$ cat src/sv/rational_arithmetic_unit_core_assert.svh
// assertion macros shared by the rational unit
`ifndef RATIONAL_ARITHMETIC_UNIT_CORE_ASSERT_SVH
`define RATIONAL_ARITHMETIC_UNIT_CORE_ASSERT_SVH

// implication checked every clock, off while in reset
`define RAU_ASSERT_IMP(label, clk, rst_n, ante, cons) \
    label: assert property (@(posedge clk) disable iff (!rst_n) (ante) |-> (cons)) \
        else $error("assertion failed");

// next-cycle implication
`define RAU_ASSERT_NEXT(label, clk, rst_n, ante, cons) \
    label: assert property (@(posedge clk) disable iff (!rst_n) (ante) |=> (cons)) \
        else $error("assertion failed");

`endif

$ cat src/sv/rau_pkg.sv
`default_nettype none
package rau_pkg;
    localparam int INT_BITS_DEF = 32;
    localparam int FIELD_BITS = 32;

    typedef enum logic [2:0] {
        OP_ADD = 3'd0,
        OP_SUB = 3'd1,
        OP_MUL = 3'd2,
        OP_DIV = 3'd3,
        OP_NEG = 3'd4,
        OP_INT = 3'd5,
        OP_NORM = 3'd6,
        OP_BAD = 3'd7
    } op_t;

    // datapath step selects
    typedef enum logic [3:0] {
        DP_NONE  = 4'd0,
        DP_LOAD  = 4'd1,
        DP_MUL0  = 4'd2,
        DP_MUL1  = 4'd3,
        DP_MUL2  = 4'd4,
        DP_MUL3  = 4'd5,
        DP_FORM  = 4'd6,
        DP_GINIT = 4'd7,
        DP_GSTEP = 4'd8,
        DP_DIVN  = 4'd9,
        DP_DIVD  = 4'd10,
        DP_DSTEP = 4'd11,
        DP_SAVEN = 4'd12,
        DP_QINIT = 4'd13,
        DP_FIN   = 4'd14
    } dp_cmd_t;

    typedef struct packed {
        dp_cmd_t cmd;
    } ctrl_t;

    typedef struct packed {
        logic g_done;     // gcd loop finished
        logic g_zero;     // gcd result is zero
        logic div_done;   // divider finished
    } stat_t;
endpackage
`default_nettype wire

$ cat src/sv/rau_datapath.sv
`default_nettype none
`include "rational_arithmetic_unit_core_assert.svh"
module rau_datapath #(
    parameter int INT_BITS = rau_pkg::INT_BITS_DEF
) (
    input  wire logic                            clk,
    input  wire logic                            rst_n,
    input  wire rau_pkg::ctrl_t                  ctrl,
    output rau_pkg::stat_t                       stat,
    input  wire logic [2:0]                      mode,
    input  wire logic signed [rau_pkg::FIELD_BITS-1:0] a_num,
    input  wire logic signed [rau_pkg::FIELD_BITS-1:0] a_den,
    input  wire logic signed [rau_pkg::FIELD_BITS-1:0] b_num,
    input  wire logic signed [rau_pkg::FIELD_BITS-1:0] b_den,
    output logic signed [rau_pkg::FIELD_BITS-1:0] res_num,
    output logic signed [rau_pkg::FIELD_BITS-1:0] res_den,
    output logic                                 error
);
    localparam int W = INT_BITS;
    localparam int FB = rau_pkg::FIELD_BITS;
    localparam int CW = $clog2(W + 1);

    logic [2:0]   mode_reg;
    logic [W-1:0] an_reg, ad_reg, bn_reg, bd_reg;
    logic [W-1:0] m_reg;           // product register
    logic [W-1:0] acc_reg;
    logic [W-1:0] p_reg, q_reg;    // fraction before reduction
    logic [W-1:0] ga_reg, gb_reg;  // gcd operands; ga ends as the gcd
    logic [W-1:0] dv_reg, rm_reg, qt_reg;
    logic [CW-1:0] cnt_reg;
    logic         dneg_reg;
    logic [W-1:0] numq_reg;
    logic [FB-1:0] rn_reg, rd_reg;
    logic         err_reg;
    logic         mod_mode_reg;    // divider used for gcd remainder

    logic [W-1:0] mul_x, mul_y, mul_p;
    logic [W:0]   rem_try;
    logic [W-1:0] rem_sh;

    function automatic logic [W-1:0] ext(input logic [FB-1:0] v);
        logic [W+FB-1:0] t;
        t = {{W{v[FB-1]}}, v};
        return t[W-1:0];
    endfunction

    function automatic logic [FB-1:0] tofield(input logic [W-1:0] v);
        logic [W+FB-1:0] t;
        t = {{FB{v[W-1]}}, v};
        return t[FB-1:0];
    endfunction

    function automatic logic [W-1:0] magw(input logic [W-1:0] v);
        return v[W-1] ? (~v + 1'b1) : v;
    endfunction

    // one shared multiplier, operands chosen by step
    always_comb
    begin
        mul_x = an_reg;
        mul_y = bd_reg;
        unique case (ctrl.cmd)
            rau_pkg::DP_MUL0:
            begin
                mul_x = an_reg;
                mul_y = (mode_reg == rau_pkg::OP_MUL) ? bn_reg : bd_reg;
            end
            rau_pkg::DP_MUL1:
            begin
                mul_x = bn_reg;
                mul_y = ad_reg;
            end
            rau_pkg::DP_MUL2:
            begin
                mul_x = ad_reg;
                mul_y = bd_reg;
            end
            default:
            begin
                mul_x = an_reg;
                mul_y = bd_reg;
            end
        endcase
        mul_p = mul_x * mul_y;
    end

    // restoring division step: remainder shifts in next dividend bit
    always_comb
    begin
        rem_sh  = {rm_reg[W-2:0], qt_reg[W-1]};
        rem_try = {rm_reg, qt_reg[W-1]} - {1'b0, dv_reg};
    end

    always_ff @(posedge clk or negedge rst_n)
    begin
        if (!rst_n)
        begin
            cnt_reg <= '0;
            err_reg <= 1'b0;
        end
        else
        begin
            unique case (ctrl.cmd)
                rau_pkg::DP_LOAD:
                begin
                    mode_reg <= mode;
                    an_reg <= ext(a_num);
                    ad_reg <= ext(a_den);
                    bn_reg <= ext(b_num);
                    bd_reg <= ext(b_den);
                end
                rau_pkg::DP_MUL0:
                    m_reg <= mul_p;
                rau_pkg::DP_MUL1:
                begin
                    acc_reg <= m_reg;
                    m_reg <= mul_p;
                end
                rau_pkg::DP_MUL2:
                begin
                    // only add and subtract combine the two cross products
                    if (mode_reg == rau_pkg::OP_SUB)
                        acc_reg <= acc_reg - m_reg;
                    else if (mode_reg == rau_pkg::OP_ADD)
                        acc_reg <= acc_reg + m_reg;
                    // divide keeps bn*ad as its denominator
                    if (mode_reg != rau_pkg::OP_DIV)
                        m_reg <= mul_p;
                end
                rau_pkg::DP_MUL3:
                    ;
                rau_pkg::DP_FORM:
                begin
                    unique case (mode_reg) inside
                        rau_pkg::OP_ADD, rau_pkg::OP_SUB, rau_pkg::OP_MUL, rau_pkg::OP_DIV:
                        begin
                            p_reg <= acc_reg;
                            q_reg <= m_reg;
                        end
                        rau_pkg::OP_NEG:
                        begin
                            p_reg <= ~an_reg + 1'b1;
                            q_reg <= ad_reg;
                        end
                        default:
                        begin
                            p_reg <= an_reg;
                            q_reg <= ad_reg;
                        end
                    endcase
                end
                rau_pkg::DP_GINIT:
                begin
                    ga_reg <= magw(p_reg);
                    gb_reg <= magw(q_reg);
                end
                rau_pkg::DP_GSTEP:
                begin
                    // start a remainder ga % gb on the divider
                    qt_reg  <= ga_reg;
                    dv_reg  <= gb_reg;
                    rm_reg  <= '0;
                    cnt_reg <= CW'(W);
                    mod_mode_reg <= 1'b1;
                end
                rau_pkg::DP_DIVN:
                begin
                    qt_reg  <= magw(p_reg);
                    dv_reg  <= ga_reg;
                    rm_reg  <= '0;
                    cnt_reg <= CW'(W);
                    dneg_reg <= p_reg[W-1];
                    mod_mode_reg <= 1'b0;
                end
                rau_pkg::DP_SAVEN:
                    numq_reg <= dneg_reg ? (~qt_reg + 1'b1) : qt_reg;
                rau_pkg::DP_DIVD:
                begin
                    qt_reg  <= magw(q_reg);
                    dv_reg  <= ga_reg;
                    rm_reg  <= '0;
                    cnt_reg <= CW'(W);
                    dneg_reg <= q_reg[W-1];
                    mod_mode_reg <= 1'b0;
                end
                rau_pkg::DP_QINIT:
                begin
                    qt_reg  <= magw(an_reg);
                    dv_reg  <= magw(ad_reg);
                    rm_reg  <= '0;
                    cnt_reg <= CW'(W);
                    dneg_reg <= an_reg[W-1] ^ ad_reg[W-1];
                    mod_mode_reg <= 1'b0;
                end
                rau_pkg::DP_DSTEP:
                begin
                    if (cnt_reg != '0)
                    begin
                        if (!rem_try[W])
                        begin
                            rm_reg <= rem_try[W-1:0];
                            qt_reg <= {qt_reg[W-2:0], 1'b1};
                        end
                        else
                        begin
                            rm_reg <= rem_sh;
                            qt_reg <= {qt_reg[W-2:0], 1'b0};
                        end
                        cnt_reg <= cnt_reg - 1'b1;
                    end
                    else if (mod_mode_reg)
                    begin
                        // euclid update
                        ga_reg <= gb_reg;
                        gb_reg <= rm_reg;
                        mod_mode_reg <= 1'b0;
                    end
                end
                rau_pkg::DP_FIN:
                begin
                    unique case (mode_reg)
                        rau_pkg::OP_INT:
                        begin
                            err_reg <= (ad_reg == '0);
                            rd_reg  <= '0;
                            rn_reg  <= (ad_reg == '0) ? '0 :
                                       tofield(dneg_reg ? (~qt_reg + 1'b1) : qt_reg);
                        end
                        rau_pkg::OP_BAD:
                        begin
                            err_reg <= 1'b1;
                            rn_reg <= '0;
                            rd_reg <= '0;
                        end
                        default:
                        begin
                            err_reg <= (ga_reg == '0);
                            rn_reg  <= (ga_reg == '0) ? '0 : tofield(numq_reg);
                            rd_reg  <= (ga_reg == '0) ? '0 :
                                       tofield(dneg_reg ? (~qt_reg + 1'b1) : qt_reg);
                        end
                    endcase
                end
                default:
                    ;
            endcase
        end
    end

    always_comb
    begin
        stat.g_done   = (gb_reg == '0);
        stat.g_zero   = (ga_reg == '0);
        stat.div_done = (cnt_reg == '0) && !mod_mode_reg;
    end

    assign res_num = rn_reg;
    assign res_den = rd_reg;
    assign error   = err_reg;

    `RAU_ASSERT_NEXT(a_cnt_load, clk, rst_n, ctrl.cmd == rau_pkg::DP_QINIT, cnt_reg == CW'(W))
    `RAU_ASSERT_IMP(a_cnt_range, clk, rst_n, 1'b1, cnt_reg <= CW'(W))
    `RAU_ASSERT_NEXT(a_bad_err, clk, rst_n,
        ctrl.cmd == rau_pkg::DP_FIN && mode_reg == rau_pkg::OP_BAD, err_reg)
endmodule
`default_nettype wire

$ cat src/sv/rau_ctrl.sv
`default_nettype none
`include "rational_arithmetic_unit_core_assert.svh"
module rau_ctrl (
    input  wire logic           clk,
    input  wire logic           rst_n,
    input  wire logic           start,
    input  wire logic [2:0]     mode,
    input  wire rau_pkg::stat_t stat,
    output rau_pkg::ctrl_t      ctrl,
    output logic                busy,
    output logic                done
);
    typedef enum logic [10:0] {
        S_IDLE  = 11'b00000000001,
        S_MUL0  = 11'b00000000010,
        S_MUL1  = 11'b00000000100,
        S_MUL2  = 11'b00000001000,
        S_FORM  = 11'b00000010000,
        S_GINIT = 11'b00000100000,
        S_GCD   = 11'b00001000000,
        S_GMOD  = 11'b00010000000,
        S_DIVN  = 11'b00100000000,
        S_DIVD  = 11'b01000000000,
        S_OUT   = 11'b10000000000
    } state_t;

    state_t state_reg, state_next;
    logic   phase_reg, phase_next;   // 0 numerator, 1 denominator divide
    logic   mode_int_reg, mode_int_next;
    logic   done_reg, done_next;

    always_comb
    begin
        state_next = state_reg;
        phase_next = phase_reg;
        mode_int_next = mode_int_reg;
        done_next = 1'b0;
        ctrl.cmd = rau_pkg::DP_NONE;
        unique case (state_reg)
            S_IDLE:
                // the result strobe cycle still counts as busy
                if (start && !done_reg)
                begin
                    ctrl.cmd = rau_pkg::DP_LOAD;
                    mode_int_next = (mode == rau_pkg::OP_INT);
                    state_next = (mode == rau_pkg::OP_INT) ? S_FORM : S_MUL0;
                end
            S_MUL0:
            begin
                ctrl.cmd = rau_pkg::DP_MUL0;
                state_next = S_MUL1;
            end
            S_MUL1:
            begin
                ctrl.cmd = rau_pkg::DP_MUL1;
                state_next = S_MUL2;
            end
            S_MUL2:
            begin
                ctrl.cmd = rau_pkg::DP_MUL2;
                state_next = S_FORM;
            end
            S_FORM:
            begin
                ctrl.cmd = mode_int_reg ? rau_pkg::DP_QINIT : rau_pkg::DP_FORM;
                state_next = mode_int_reg ? S_DIVD : S_GINIT;
                phase_next = 1'b1;
            end
            S_GINIT:
            begin
                ctrl.cmd = rau_pkg::DP_GINIT;
                state_next = S_GCD;
            end
            S_GCD:
                if (stat.g_done)
                begin
                    if (stat.g_zero)
                        state_next = S_OUT;
                    else
                    begin
                        ctrl.cmd = rau_pkg::DP_DIVN;
                        phase_next = 1'b0;
                        state_next = S_DIVN;
                    end
                end
                else
                begin
                    ctrl.cmd = rau_pkg::DP_GSTEP;
                    state_next = S_GMOD;
                end
            S_GMOD:
            begin
                ctrl.cmd = rau_pkg::DP_DSTEP;
                if (stat.div_done)
                    state_next = S_GCD;
            end
            S_DIVN:
                if (stat.div_done)
                begin
                    ctrl.cmd = rau_pkg::DP_SAVEN;
                    state_next = S_DIVD;
                end
                else
                    ctrl.cmd = rau_pkg::DP_DSTEP;
            S_DIVD:
                if (!phase_reg)
                begin
                    ctrl.cmd = rau_pkg::DP_DIVD;
                    phase_next = 1'b1;
                end
                else if (stat.div_done)
                    state_next = S_OUT;
                else
                    ctrl.cmd = rau_pkg::DP_DSTEP;
            S_OUT:
            begin
                ctrl.cmd = rau_pkg::DP_FIN;
                done_next = 1'b1;
                state_next = S_IDLE;
            end
            default:
                state_next = S_IDLE;
        endcase
    end

    always_ff @(posedge clk or negedge rst_n)
    begin
        if (!rst_n)
        begin
            state_reg <= S_IDLE;
            phase_reg <= 1'b0;
            mode_int_reg <= 1'b0;
            done_reg <= 1'b0;
        end
        else
        begin
            state_reg <= state_next;
            phase_reg <= phase_next;
            mode_int_reg <= mode_int_next;
            done_reg <= done_next;
        end
    end

    assign busy = (state_reg != S_IDLE) || done_reg;
    assign done = done_reg;

    `RAU_ASSERT_IMP(a_onehot, clk, rst_n, 1'b1, $onehot(state_reg))
    `RAU_ASSERT_NEXT(a_done_after_out, clk, rst_n, state_reg == S_OUT, done_reg)
    `RAU_ASSERT_IMP(a_done_busy, clk, rst_n, done_reg, busy)
endmodule
`default_nettype wire

$ cat src/sv/rational_arithmetic_unit_core.sv
// rational arithmetic unit: one fraction operation per command word
// start is taken when busy is low; operands and mode are captured then
// modes: add, subtract, multiply, divide, negate, to integer, normalize
// cross products go through one shared multiplier, one product a cycle
// the result is reduced by the gcd found with euclid's algorithm, each
// remainder from a restoring divider at one bit a cycle, then numerator
// and denominator are divided by the gcd on the same divider
// to-integer skips the gcd and divides the numerator by the denominator
// one word at a time: busy stays high until the result strobe has passed,
// so the next word can be taken in the cycle after done
// done pulses for one cycle with res_num, res_den and error valid;
// the receiver cannot stall, so the word must be taken in that cycle
// error is set for a zero gcd, a zero denominator in to-integer, or mode 7
// reset clears the controller to idle; no result is pending after reset
`default_nettype none
module rational_arithmetic_unit_core #(
    parameter int INT_BITS = rau_pkg::INT_BITS_DEF
) (
    input  wire logic                                  clk,
    input  wire logic                                  rst_n,
    input  wire logic                                  start,
    output logic                                       busy,
    output logic                                       done,
    input  wire logic [2:0]                            mode,
    input  wire logic signed [rau_pkg::FIELD_BITS-1:0] a_num,
    input  wire logic signed [rau_pkg::FIELD_BITS-1:0] a_den,
    input  wire logic signed [rau_pkg::FIELD_BITS-1:0] b_num,
    input  wire logic signed [rau_pkg::FIELD_BITS-1:0] b_den,
    output logic signed [rau_pkg::FIELD_BITS-1:0]      res_num,
    output logic signed [rau_pkg::FIELD_BITS-1:0]      res_den,
    output logic                                       error
);
    rau_pkg::ctrl_t ctrl;
    rau_pkg::stat_t stat;

    rau_ctrl u_ctrl (
        .clk   (clk),
        .rst_n (rst_n),
        .start (start),
        .mode  (mode),
        .stat  (stat),
        .ctrl  (ctrl),
        .busy  (busy),
        .done  (done)
    );

    rau_datapath #(
        .INT_BITS (INT_BITS)
    ) u_dp (
        .clk     (clk),
        .rst_n   (rst_n),
        .ctrl    (ctrl),
        .stat    (stat),
        .mode    (mode),
        .a_num   (a_num),
        .a_den   (a_den),
        .b_num   (b_num),
        .b_den   (b_den),
        .res_num (res_num),
        .res_den (res_den),
        .error   (error)
    );
endmodule
`default_nettype wire

$ cat config.mk
export PLATFORM = sky130hd
export DESIGN_NAME = rational_arithmetic_unit_core
export DESIGN_NICKNAME = d
export VERILOG_FILES = /design/src/sv/rau_pkg.sv /design/src/sv/rau_datapath.sv /design/src/sv/rau_ctrl.sv /design/src/sv/rational_arithmetic_unit_core.sv
export VERILOG_INCLUDE_DIRS = /design/src /design/src/sv
export SDC_FILE = /design/constraint.sdc
export NUM_CORES = 2
export LEC_CHECK = 0
export BUFFER_PORTS_ARGS = -buffer_cell sky130_fd_sc_hd__buf_2
export CAP_MARGIN = 10
export CORE_MARGIN = 1
export CORE_UTILIZATION = 55
export DETAILED_ROUTE_END_ITERATION = 12
export GPL_TIMING_DRIVEN = 0
export PLACE_DENSITY = 0.78
export SETUP_SLACK_MARGIN = 0.05
export SYNTH_ARGS = -nofsm -noshare
export SYNTH_HDL_FRONTEND = slang
export SYNTH_SLANG_ARGS = --single-unit
$ cat constraint.sdc
create_clock -name clk -period 15.1 [get_ports clk]
set_input_delay 1.51 -clock clk [delete_from_list [all_inputs] [get_ports clk]]
set_output_delay 1.51 -clock clk [all_outputs]
set_load 0.05 [all_outputs]
==> out/metrics.yaml <==
post-route-drc-count: 0
num_rows: 105
cts_max_level: 2
finalMaxSlewViolations: 0
start_kind: "register"
yosysSeqAreaShare: 0.353
clock_sinks: 538
r2r_start: "u_ctrl.state_reg[9]"
num_vias: 38500
netlist_top_cells_area: "edfxtp_1 (34%), fa_1 (18%), ha_1 (5.4%), nor2_1 (4.8%), nand2_1 (4.2%)"
fin_nets: 5633
synth_cell_types: 99
critPathMaxFanout: 10
synth.yosys.warnings: 0
cts_buffers: 60
multi_input_area_mm2: 0.0268
yosys.area.top_type_share: 0.341
cts_resized: 0
synth_top_area_cell: "edfxtp_1"
dieArea_mm2: 0.0839
clock_skew_ps: 61.5
r2r_slack_ps: 2480
cpMaxStageDelayCell: "nor3_1"
post-route-period-util: 0.836
regArea_mm2: 0.0161
clock_tree.buffer_depth: 3
grt_pass1_wl_mm: 243
timing.final.crit_period_ps: 12620
hold_viol: 0
dp_hpwl_mm: 137
ys.flop_type: "edfxtp_1"
die_w_um: 290
cts_tree: "built"
numPortBuffers: 200
slowest_delay_ps: 660
status: "finished, final reports clean"
final_core_util: 0.617
dieHeight_um: 290
post_cts.repair.setup_buffers: 0
antenna_found_initial: 3
setup_viol: 0
grt_start_max_net_pins: 36
critical_path_class: "register to register"
setup-tns-final_ps: 0
grtUsageTotal: 0.403
synth_area_mm2: 0.0455
drive_above_1_share: 0.0963
async_reset_ff_frac: 0.0390
r2r-end: "u_dp.m_reg[30]"
ant_nets: 0
slew_headroom: 0.0657
cp.arrival_ps: 13040
syn_area_per_cell_um2: 9.91
cp-end-kind: "register"
cap_violations: 0
grt_pass1_vias: 37500
ys_ff_latch: 538
overflow: 0
start_util: 0.555
fill_cells: 6856
hold_class: "register to register"
cts-root-buf: "clkbuf_16"
io_pins: 201
crit_path_end: "u_dp.m_reg[30]"
syn-num-nets: 5331
postCtsHoldBufs: 0
drt_wl_total_mm: 170
clock_latency_ps: 690
synthTopCellsByCount: "nor2_1 (581), edfxtp_1 (517), nand2_1 (513)"
clock.fmax_mhz: 79.2
wire_per_inst_um: 28.2
path_clk_slew_ps: 70
rsz0062_at_grt: "false"
place_congestion: 1.07
r2r.worst_path.cells: 37
crit_top_cell: "fa_1"
via_per_inst: 6.39
synth_edf_count: 517
drt_iter0_markers: 4876
synth_most_common_cell: "nor2_1"
fp.coreArea_mm2: 0.0820
firstDrtPassIters: 7
crit_required_ps: 15520
startpoint: "u_ctrl.state_reg[9]"
areaGrowthSynthToFinish_pct: 11.2
worst_pin_slew_ps: 1400
synth_cells: 4592
[worst min path at each step]
stage	startpoint	end	slack (ps)	cells past startpoint
floorplan	u_dp.cnt_reg[5]	u_dp.cnt_reg[5]	460	1
global placement	u_dp.cnt_reg[1]	u_dp.cnt_reg[1]	480	2
detailed placement	u_dp.cnt_reg[1]	u_dp.cnt_reg[1]	490	2
CTS	u_dp.cnt_reg[5]	u_dp.cnt_reg[5]	500	1
global route	u_dp.numq_reg[30]	u_dp.res_num[30]	550	2
finish	u_dp.cnt_reg[1]	u_dp.cnt_reg[1]	510	2
[layout make-up]
type | count | share of cell area
sequential | 538 | 0.317
inverter | 504 | 0.0374
tap | 1070 | 0.0265
clock inverter | 41 | 0.0106
multi-input combinational | 3325 | 0.530
timing repair buffer | 240 | 0.0289
buffer | 225 | 0.0178
antenna | 4 | 0.000198
clock buffer | 72 | 0.0314
[cells by family after synthesis]
kind of cell,after synthesis,share of synthesized area
simple gates,1518,0.151
compound gates,799,0.119
buf+inv,729,0.0613
fa+ha+maj,605,0.234
flops,538,0.353
xor+xnor,341,0.0679
mux,62,0.0144
[cells in the final DEF, fill, tap and decap left out, types with 17 or more instances in the layout]
master	synthesis	final
nor2_1	581	578
edfxtp_1	517	517
nand2_1	513	513
inv_1	504	504
fa_1	410	410
o21ai_0	230	230
buf_2	7	208
clkbuf_1	195	203
ha_1	195	195
xnor2_1	167	167
xor2_1	166	166
a21oi_1	141	139
nand2b_1	69	69
clkbuf_16	0	60
o31ai_1	53	53
nor4_1	43	42
a21o_1	42	42
nor3_1	42	41
or3_1	39	39
a221o_1	36	36
a22oi_1	34	34
mux2i_1	34	34
or2_2	32	32
or4_1	32	32
and2_1	30	30
a221oi_1	36	28
mux2_2	28	28
nor2b_1	27	26
nand3_1	24	24
a31oi_1	24	24
o21a_1	25	24
and3_1	23	23
o41ai_1	21	21
dfrtp_1	20	20
o22ai_1	19	19
buf_4	4	18
o211ai_1	18	18
buf_6	4	17
[stage by stage]
step	instances	worst slack (ps)	instance area (µm²)	hold slack, ps
after floorplan	4592	4960	45500	464
after global placement	5862	996	47900	479
after detailed placement	5900	2830	48500	493
after CTS	6013	2800	50600	504
after global routing	6016	2230	50600	545
final	6019	2480	50600	505
[metal layers]
| metal | share of wire | routed length [µm] | GRT usage | up-vias |
|---|---|---|---|---|
| met5 | 0 | 0 | 0 | - |
| met4 | 0.084 | 14200 | 0.284 | 0 |
| li1 | - | - | - | 16300 |
| met1 | 0.35 | 60000 | 0.501 | 18900 |
| met3 | 0.12 | 19800 | 0.0964 | 723 |
| met2 | 0.45 | 75700 | 0.622 | 2574 |
[worst max-delay path: cells and delay by family, from the launching register on]
family                     cells  cell delay, ps
and+or+nand+nor                5            1410
adders and majority gates      9            3810
AOI/OAI and AO/OA             12            3290
buffers and inverters         10            3370
xor gates and xnor gates       1             120
DFF                            1             380
Power is not shown: default switching activity piles up to over one toggle a cycle in this logic, so the estimate is an artifact.
